**src/design/int_key_linear_probe_map_defines.svh**
```systemverilog
// ---------------------------------------------------------------------------
// int_key_linear_probe_map assertion macros
// Shared property forms, sampled on clk and held off while rst_n is low.
// ---------------------------------------------------------------------------
`ifndef INT_KEY_LINEAR_PROBE_MAP_DEFINES_SVH
`define INT_KEY_LINEAR_PROBE_MAP_DEFINES_SVH

// Consequent checked in the same cycle as the antecedent.
`define ILPM_ASSERT_SAME(lbl, ante, cons, msg) \
  lbl: assert property (@(posedge clk) disable iff (!rst_n) (ante) |-> (cons)) \
    else $error(msg);

// Consequent checked in the cycle after the antecedent.
`define ILPM_ASSERT_NEXT(lbl, ante, cons, msg) \
  lbl: assert property (@(posedge clk) disable iff (!rst_n) (ante) |=> (cons)) \
    else $error(msg);

`endif

```
**src/design/ilpm_pkg.sv**
```systemverilog
// ---------------------------------------------------------------------------
// ilpm_pkg
// Types and codes shared by the integer-key linear probe map.
// ---------------------------------------------------------------------------
package ilpm_pkg;

  localparam int KEY_W  = 32;
  localparam int DATA_W = 32;

  localparam logic OP_PUT = 1'b0;
  localparam logic OP_GET = 1'b1;

  typedef enum logic [1:0] {
    ST_OK      = 2'd0,
    ST_MISSING = 2'd1,
    ST_FULL    = 2'd2
  } status_t;

  typedef struct packed {
    status_t             status;
    logic [DATA_W-1:0]   read_value;
  } result_t;

endpackage

```
**src/design/ilpm_if.sv**
```systemverilog


interface ilpm_out_if import ilpm_pkg::*; ();
  logic              valid;
  logic              ready;
  logic [1:0]        status;
  logic [DATA_W-1:0] read_value;

  modport source (output valid, output status, output read_value, input ready);
  modport sink   (input valid, input status, input read_value, output ready);
endinterface

```
**src/design/ilpm_out_reg.sv**
```systemverilog
// ---------------------------------------------------------------------------
// ilpm_out_reg
// Result register between the map engine and the result channel.
// ---------------------------------------------------------------------------
module ilpm_out_reg import ilpm_pkg::*; (
  input  logic       clk,
  input  logic       rst_n,
  input  logic       enq_valid,
  output logic       enq_ready,
  input  result_t    enq_data,
  ilpm_out_if.source out_ch
);

  logic    full_r;
  result_t data_r;

  assign enq_ready = !full_r || out_ch.ready;

  always_ff @(posedge clk) begin
    if (!rst_n) begin
      full_r <= 1'b0;
    end else if (enq_valid && enq_ready) begin
      full_r <= 1'b1;
    end else if (out_ch.ready) begin
      full_r <= 1'b0;
    end
    if (enq_valid && enq_ready) begin
      data_r <= enq_data;
    end
  end

  assign out_ch.valid      = full_r;
  assign out_ch.status     = data_r.status;
  assign out_ch.read_value = data_r.read_value;

endmodule

```
**src/flat_wrapper.sv**
```systemverilog
// flat-port wrapper written by rule: the top's interface ports become plain ports
module ilpm_out_reg_flat import ilpm_pkg::*;
  (clk, rst_n, enq_valid, enq_ready, enq_data, out_ch_valid, out_ch_status, out_ch_read_value, out_ch_ready);
  ilpm_out_if out_ch_i ();
  input  logic clk;
  input  logic rst_n;
  input  logic enq_valid;
  output logic enq_ready;
  input  result_t enq_data;
  output wire logic [$bits(out_ch_i.valid)-1:0] out_ch_valid;
  output wire logic [$bits(out_ch_i.status)-1:0] out_ch_status;
  output wire logic [$bits(out_ch_i.read_value)-1:0] out_ch_read_value;
  input wire logic [$bits(out_ch_i.ready)-1:0] out_ch_ready;
  assign out_ch_valid = out_ch_i.valid;
  assign out_ch_status = out_ch_i.status;
  assign out_ch_read_value = out_ch_i.read_value;
  assign out_ch_i.ready = out_ch_ready;
  ilpm_out_reg u_core (.clk(clk), .rst_n(rst_n), .enq_valid(enq_valid), .enq_ready(enq_ready), .enq_data(enq_data), .out_ch(out_ch_i));
endmodule
```
**config.mk**
```make
export PLATFORM = sky130hd
export DESIGN_NAME = ilpm_out_reg_flat
export DESIGN_NICKNAME = d
export VERILOG_FILES = /design/src/design/int_key_linear_probe_map_defines.svh /design/src/design/ilpm_pkg.sv /design/src/design/ilpm_if.sv /design/src/design/ilpm_out_reg.sv /design/src/flat_wrapper.sv
export SDC_FILE = /design/constraint.sdc
export NUM_CORES = 1
export LEC_CHECK = 0
export CORE_MARGIN = 2
export CORE_UTILIZATION = 50
export CTS_BUF_LIST = sky130_fd_sc_hd__clkbuf_8
export CTS_CLUSTER_DIAMETER = 200
export DETAILED_ROUTE_END_ITERATION = 10
export DONT_BUFFER_PORTS = 1
export GPL_ROUTABILITY_DRIVEN = 1
export SYNTH_ARGS = -nofsm -noshare
export SYNTH_HDL_FRONTEND = slang
export SYNTH_SLANG_ARGS = --single-unit
```
**constraint.sdc**
```tcl
create_clock -name clk -period 1.45 [get_ports clk]
set_input_delay 0.2175 -clock clk [delete_from_list [all_inputs] [get_ports clk]]
set_output_delay 0.2175 -clock clk [all_outputs]
set_load 0.05 [all_outputs]
```
==> results.cfg <==
[grt]
grt_antenna_before_repair = 0
grt.met2_usage_pct = 20.39
grt_pass1_wl_um = 2297
grt_max_degree = 23
busiest_layer = met2
grt_use_total_pct = 14.07
met1_usage_pct = 13.98
grt_util_met3_pct = 13.10
grt_overflow_total = 0
grt_pass1_vias = 417

[sta]
skew_ns = 0.005172
slew_headroom_pct = 67.38
hold_viol = 0
fin_crit_ns = 1.140
rsz0062_at_grt = no
slew_viol_final = 0
worst_hold_slack_ns = 0.03743
fmax_mhz = 877.3
period_share_pct = 78.61
setup_viol = 0
setup_tns_ns = 0
tightest_slew_ns = 0.4903

[clock_tree]
hold_buffers = 0
cts_resized = 0
clk_pin_slew_ns = 0.06
cts_sinks = 35
htree_levels = 2
cts_buffer_depth = 2
cts_tree = built
numCtsBuffers = 5
post_cts_buffers = 0
insertion_delay_ns = 0.27
clockRootBuffer = clkbuf_8

[drt]
wirelength_um = 1633
post_drt_via_cell_ratio = 5.205
drt_pass1_iterations = 4
wl_per_cell_um = 20.94
route.detailed.drc = 0
dr_total_vias = 406
drtAntennaViolNets = 0
drt_iter0_markers = 13

[critical_path]
r2r-start = u_core.out_ch.valid
cp.required_ns = 1.23
cp-start-kind = flop
cp-end-kind = output port
reg2reg_setup_slack_ns = 0.42
crit_start = u_core.out_ch.read_value[17]
critPathArrivalTime_ns = 0.92
worstPathMaxFanout = 1
critical_path_class = reg2out

[floorplanning]
core_um2 = 2002
placementRows = 16
ios = 74
dieArea_um2 = 2545
die_w_um = 50.45
die_height_um = 50.45
initial_utilization_pct = 53.87

[pwr]
pwr_density_cell_nw_per_um2 = 1654
p_leak_nw = 0.4305
worst_ir_drop_vdd_mv = 0.9749
power_mw = 2.065

[yosys]
syn_area_um2 = 1079
ys_warn_count = 0
ys_seq_elements = 35
synth.avg_cell_area_um2 = 27.65
netlist.top_cell.by_area = edfxtp_1
synth_area_leaders = edfxtp_1, dfxtp_1, nand2b_4
synth_top_area_share_pct = 94.66
syn-num-nets = 77
syn_inst = 39
synth-seq-area-share_pct = 96.52
synth_cell_types = 6

[final_layout]
final_cell_mix = edfxtp_1, clkbuf_8
fin_util_pct = 62.38
fin_nets = 88
finalNonFillerCells = 78
layout_commonest_cell = edfxtp_1
syn_to_final_growth_pct = 15.78
n_antenna_cell = 0
fillerInstances = 145
layout-drive-gt1-share_pct = 25.49

[placement]
routabilityCongestion = 0.6534
dp_cells = 70
port_buffers = 0

[worst_hold_path]
hp-class = in2reg
hp-start = enq_data[31]

[outcome]
status = finished clean

[job]
max_cap_viol_count = 0
area by class of cell:
cell class / count / area [um2] / share of cell area (%)
clock buffers: 5 / 68.82 / 5.511
clock inverters: 3 / 11.26 / 0.9018
repair buffers: 4 / 55.05 / 4.409
flip-flops and latches: 35 / 1042 / 83.47
inverters: 1 / 3.754 / 0.3006
well taps: 27 / 33.78 / 2.705
multi-input cells: 3 / 33.78 / 2.705
power by group:
| part | switching (mW) | internal [mW] |
|---|---|---|
| sequential | 0.214 | 1.19 |
| clock | 0.281 | 0.319 |
| combinational | 0.0388 | 0.0244 |
registers in the layout, summed over array words and instances, names as in the netlist:
| register | count |
|---|---|
| u_core.out_ch.read_value | 32 |
| u_core.out_ch.valid | 1 |
| u_core.out_ch.status | 2 |
synthesized netlist by cell type:
cell,count
inv_1,1
edfxtp_1,34
nand2b_4,1
dfxtp_1,1
a21boi_2,1
and2_4,1
routing by layer:
layer  share of wire [%]  wire length, um
met4                   0                0
met2                  51              836
met3                  11              175
met1                  38              622
met5                   0                0
through the flow:
stage / setup WS (ns) / instance area [um2]
floorplan: 0.1092 / 1080
global placement: 0.4502 / 1169
detailed placement: 0.4248 / 1169
CTS: 0.2961 / 1249
global route: 0.2736 / 1249
finish: 0.3101 / 1249
logic make-up (layout without fill, tap and decap cells):
family	after synthesis	after routing	share of synthesized area (%)
compound gates	1	1	1.044
simple gates	2	2	2.088
flops	35	35	96.52
buf+inv	1	13	0.3477
path summary, 6_finish.rpt:
kind / cells after the start / end
hold / removal: 0 / u_core.out_ch.read_value[31]
setup / recovery: 0 / out_ch_read_value[17]
setup reg to reg: 3 / u_core.out_ch.read_value[28]
hold reg to reg: 3 / u_core.out_ch.valid
Note: power is estimated with default switching activity, not from simulation.
