$ cat src/design/int_key_linear_probe_map_defines.svh
// ---------------------------------------------------------------------------
// int_key_linear_probe_map assertion macros
// Shared property forms, sampled on clk and held off while rst_n is low.
// ---------------------------------------------------------------------------
`ifndef INT_KEY_LINEAR_PROBE_MAP_DEFINES_SVH
`define INT_KEY_LINEAR_PROBE_MAP_DEFINES_SVH

// Consequent checked in the same cycle as the antecedent.
`define ILPM_ASSERT_SAME(lbl, ante, cons, msg) \
  lbl: assert property (@(posedge clk) disable iff (!rst_n) (ante) |-> (cons)) \
    else $error(msg);

// Consequent checked in the cycle after the antecedent.
`define ILPM_ASSERT_NEXT(lbl, ante, cons, msg) \
  lbl: assert property (@(posedge clk) disable iff (!rst_n) (ante) |=> (cons)) \
    else $error(msg);

`endif

$ cat src/design/ilpm_pkg.sv
// ---------------------------------------------------------------------------
// ilpm_pkg
// Types and codes shared by the integer-key linear probe map.
// ---------------------------------------------------------------------------
package ilpm_pkg;

  localparam int KEY_W  = 32;
  localparam int DATA_W = 32;

  localparam logic OP_PUT = 1'b0;
  localparam logic OP_GET = 1'b1;

  typedef enum logic [1:0] {
    ST_OK      = 2'd0,
    ST_MISSING = 2'd1,
    ST_FULL    = 2'd2
  } status_t;

  typedef struct packed {
    status_t             status;
    logic [DATA_W-1:0]   read_value;
  } result_t;

endpackage

$ cat src/design/ilpm_home_unit.sv
// ---------------------------------------------------------------------------
// ilpm_home_unit
// Home slot of a key: key mod SLOT_COUNT, a mask for a power of two,
// else a reciprocal multiply followed by one compare and subtract.
// ---------------------------------------------------------------------------
module ilpm_home_unit import ilpm_pkg::*; #(
  parameter int SLOT_COUNT = 256
) (
  input  logic                          clk,
  input  logic                          rst_n,
  input  logic                          start,
  input  logic [KEY_W-1:0]              key,
  output logic                          done,
  output logic [$clog2(SLOT_COUNT)-1:0] home
);

  localparam int SW = $clog2(SLOT_COUNT);

  if ((SLOT_COUNT & (SLOT_COUNT - 1)) == 0) begin : g_mask
    logic          done_r;
    logic [SW-1:0] home_r;

    always_ff @(posedge clk) begin
      if (!rst_n) begin
        done_r <= 1'b0;
      end else begin
        done_r <= start;
      end
      if (start) begin
        home_r <= key[SW-1:0];
      end
    end

    assign done = done_r;
    assign home = home_r;
  end else begin : g_recip
    // Quotient estimate is the true quotient or one less, so one subtract
    // brings the remainder below SLOT_COUNT.
    localparam int               RS    = KEY_W + SW - 1;
    localparam logic [KEY_W-1:0] RECIP = KEY_W'((64'd1 << RS) / 64'(SLOT_COUNT));
    localparam logic [KEY_W-1:0] MOD_K = KEY_W'(SLOT_COUNT);

    logic [1:0]         stage_r;
    logic               done_r;
    logic [KEY_W-1:0]   key_c_r;
    logic [KEY_W-1:0]   quo_r;
    logic [KEY_W-1:0]   rem_r;
    logic [SW-1:0]      home_r;
    logic [2*KEY_W-1:0] prod;
    logic [KEY_W-1:0]   back;

    assign prod = (2*KEY_W)'(key) * (2*KEY_W)'(RECIP);
    assign back = quo_r * MOD_K;

    always_ff @(posedge clk) begin
      if (!rst_n) begin
        stage_r <= '0;
        done_r  <= 1'b0;
      end else begin
        stage_r <= {stage_r[0], start};
        done_r  <= stage_r[1];
      end
      if (start) begin
        key_c_r <= key;
        quo_r   <= KEY_W'(prod >> RS);
      end
      if (stage_r[0]) begin
        rem_r <= key_c_r - back;
      end
      if (stage_r[1]) begin
        home_r <= (rem_r >= MOD_K) ? SW'(rem_r - MOD_K) : SW'(rem_r);
      end
    end

    assign done = done_r;
    assign home = home_r;
  end

endmodule

$ cat config.mk
export PLATFORM = sky130hd
export DESIGN_NAME = ilpm_home_unit
export DESIGN_NICKNAME = d
export VERILOG_FILES = /design/src/design/int_key_linear_probe_map_defines.svh /design/src/design/ilpm_pkg.sv /design/src/design/ilpm_home_unit.sv
export SDC_FILE = /design/constraint.sdc
export NUM_CORES = 1
export LEC_CHECK = 0
export BUFFER_PORTS_ARGS = -buffer_cell sky130_fd_sc_hd__buf_2
export CORE_AREA = 5 5 42 44
export CTS_CLUSTER_SIZE = 16
export DETAILED_ROUTE_END_ITERATION = 10
export DIE_AREA = 0 0 47 49
export GPL_TIMING_DRIVEN = 0
export HOLD_SLACK_MARGIN = 0.03
export PLACE_DENSITY = 0.71
export SETUP_SLACK_MARGIN = 0.02
export SYNTH_ARGS = -nofsm -noshare
export SYNTH_HDL_FRONTEND = slang
export SYNTH_SLANG_ARGS = --single-unit
export TNS_END_PERCENT = 5
$ cat constraint.sdc
create_clock -name clk -period 0.8 [get_ports clk]
set_clock_uncertainty 0.05 [all_clocks]
set_input_delay 0.12 -clock clk [delete_from_list [all_inputs] [get_ports clk]]
set_output_delay 0.12 -clock clk [all_outputs]
set_load 0.05 [all_outputs]
==> results by group <==
Outcome
  • Status: finished, violations left
  • Failing checks: negative hold slack, negative setup slack

Setup path
  • Worst Setup End Kind: primary output
  • Worst path slowest cell: edfxtp_1
  • CP required: 0.63 ns
  • Startpoint Class: flop
  • CP top delay family: flip-flops
  • CP cell instances: buf_6
  • Levels on crit path: 1
  • Worst EP arrival: 0.83 ns
  • Crit-path max cell delay: 0.40 ns
  • Crit Path Category: flop to primary output
  • Bufs and invs on worst path: 1
  • Crit Path Max Fanout: 1

STA
  • RSZ-0062 raised after global routing: yes
  • Final Max Slew Viols: 0
  • Crit path time final: 0.9976 ns
  • Headroom to the max-slew limit: 0.8744
  • Max Clock Freq: 1.002 GHz
  • # setup viols final: 9
  • Final WS setup: -0.1976 ns
  • Fin crit share: 1.247
  • Endpoints failing hold: 6
  • Worst-Margin Slew: 0.1885 ns
  • Hold_ws: -0.006962 ns

Logic synthesis
  • Syn_nets: 45
  • Synth area leader: edfxtp_1
  • Synthesized flop and latch total: 9
  • Syn Std Cell Area: 266.5 um2
  • Mapped Cells: 10
  • Post-synthesis mux area share: 0
  • Adder-Cell Fraction of Synth Area: 0
  • Largest family of logic cells by synthesized area: simple AND/OR/NAND/NOR gates
  • Synth top area share: 0.9014
  • Sequential area share after synthesis: 0.9765
  • Synth Area in Simple Gates: 0.02347
  • Compound-gate portion of the synthesized area: 0
  • Post-synth cell types: 3
  • Yosys Warn Count: 0
  • Xor/xnor share of the synthesized area: 0
  • Avg Cell Area, Syn: 26.65 um2
  • Synth top area cells: edfxtp_1 90%, dfxtp_1 7.5%, and2_1 2.3%

Power
  • Pleak: 0.1996 nW
  • Max VDD drop: 0.8043 mV
  • Power Dens Cells: 2426 nW/um2

Final layout
  • Fillers: 151
  • Final nets: 69
  • # diodes: 0
  • Layout cells sized above 1: 0.6970
  • Most frequent cells in the layout: 10 x buf_2, 8 x edfxtp_1, 8 x buf_6
  • Layout area overhead: 76.06%
  • Final Core Density: 0.3348
  • Non-filler cells, final: 49
  • Commonest non-fill, non-tap cell in the layout: buf_2

Floorplan
  • Die footprint: 2303 um2
  • Initial Util: 0.1902
  • Core area: 1401 um2
  • Die X: 47 um
  • FP Rows: 14
  • Die Y: 49 um
  • Number of I/O pins: 44

Routing
  • Via density: 3.776
  • Initial drt markers: 2
  • WL/cell: 12.00 um
  • Remaining antenna violation count: 0
  • Vias after detailed routing: 185
  • First-pass detailed-route iteration total: 2
  • Remaining DRCs: 0
  • Routed wire length: 588 um

Clock network
  • CTS buffer count: 3
  • Setup bufs post-CTS: 0
  • TritonCTS clock tree: built
  • H-tree level count: 1
  • Max clock buf depth: 2
  • Clock root cell: clkbuf_4
  • Clock-pin slew on the worst setup and hold paths: 0.06 ns
  • CTS sink cnt: 9

Hold path
  • WHS Path Cells: 1
  • Hold crit path type: primary input to flop

Placed design
  • I/O Buffers: 19
  • Placed Cells: 45
  • GPL Wtd Cong: 0.6573

Global routing
  • Vias in the first global route: 202
  • Largest net degree at the start of global routing: 10
  • Initial antenna violation count: 0
  • Total gr overflow: 0
  • Global-route wire length before repair: 883 um
  • Total Routing Usage GR: 0.05916

Job
  • Max-cap violations: 0
==> power by group <==
| group | total [W] | switching (W) | internal [W] | leakage (nW) |
|---|---|---|---|---|
| clock | 0.000333 | 0.000142 | 0.000191 | 0.0150 |
| combinational | 0.000234 | 0.000150 | 0.0000839 | 0.0977 |
| sequential | 0.000571 | 0.0000183 | 0.000553 | 0.0869 |
| total | 0.00114 | 0.000311 | 0.000828 | 0.200 |
==> sequential cells by signal (all words and copies together) (netlist names) <==
| signal | cells |
|---|---|
| done | 1 |
| home | 8 |
==> cell type report <==
| class | count | area, um2 | area share |
|---|---|---|---|
| flip-flops and latches | 9 | 261.5 | 0.5573 |
| well taps | 16 | 20.02 | 0.04267 |
| clock buffers | 4 | 26.28 | 0.05600 |
| multi-input cells | 1 | 6.256 | 0.01333 |
| repair buffers | 19 | 155.1 | 0.3307 |
==> path summary, 6_finish.rpt <==
| kind | startpoint | end | slack [ns] |
|---|---|---|---|
| worst max-delay path | home[5]$_DFFE_PP_ | home[5] | -0.20 |
| worst min-delay path | key[1] | home[1]$_DFFE_PP_ | -0.007 |
==> per-layer routing <==
layer | vias up | part of all wire | global-route usage
met5 | - | 0 | 0
met2 | 20 | 0.30 | 0.05882
met3 | 2 | 0.22 | 0.04428
li1 | 84 | - | -
met1 | 79 | 0.47 | 0.07534
met4 | 0 | 0.0068 | 0.05530
==> repair_timing <==
action	4_1_cts	5_1_grt
endpoints found under the setup margin	9	9
cloned	0	0
resized for setup	20	0
hold endpoints to repair	9	9
==> metrics by stage <==
stage | hold slack, ns | total power, W | cell area [um2] | setup TNS, ns | setup slack, ns
floorplan | 0.1689 | 0.0006980 | 266.5 | 0 | 0.02940
global placement | 0.2484 | 0.0007619 | 381.6 | 0 | 0.04975
detailed placement | 0.2487 | 0.0007649 | 381.6 | 0 | 0.03549
CTS | -0.01759 | 0.001155 | 469.2 | -1.619 | -0.2151
global route | -0.01507 | 0.001184 | 469.2 | -1.792 | -0.2303
finish | -0.006962 | 0.001138 | 469.2 | -1.503 | -0.1976
==> cells in the mapped netlist (all sizes together) <==
cell and count:
dfxtp 1, and2 1, edfxtp 8
==> cell families after synthesis <==
group | Yosys count
simple gates | 1
flops | 9
Note: power is estimated with default switching activity, not from simulation.
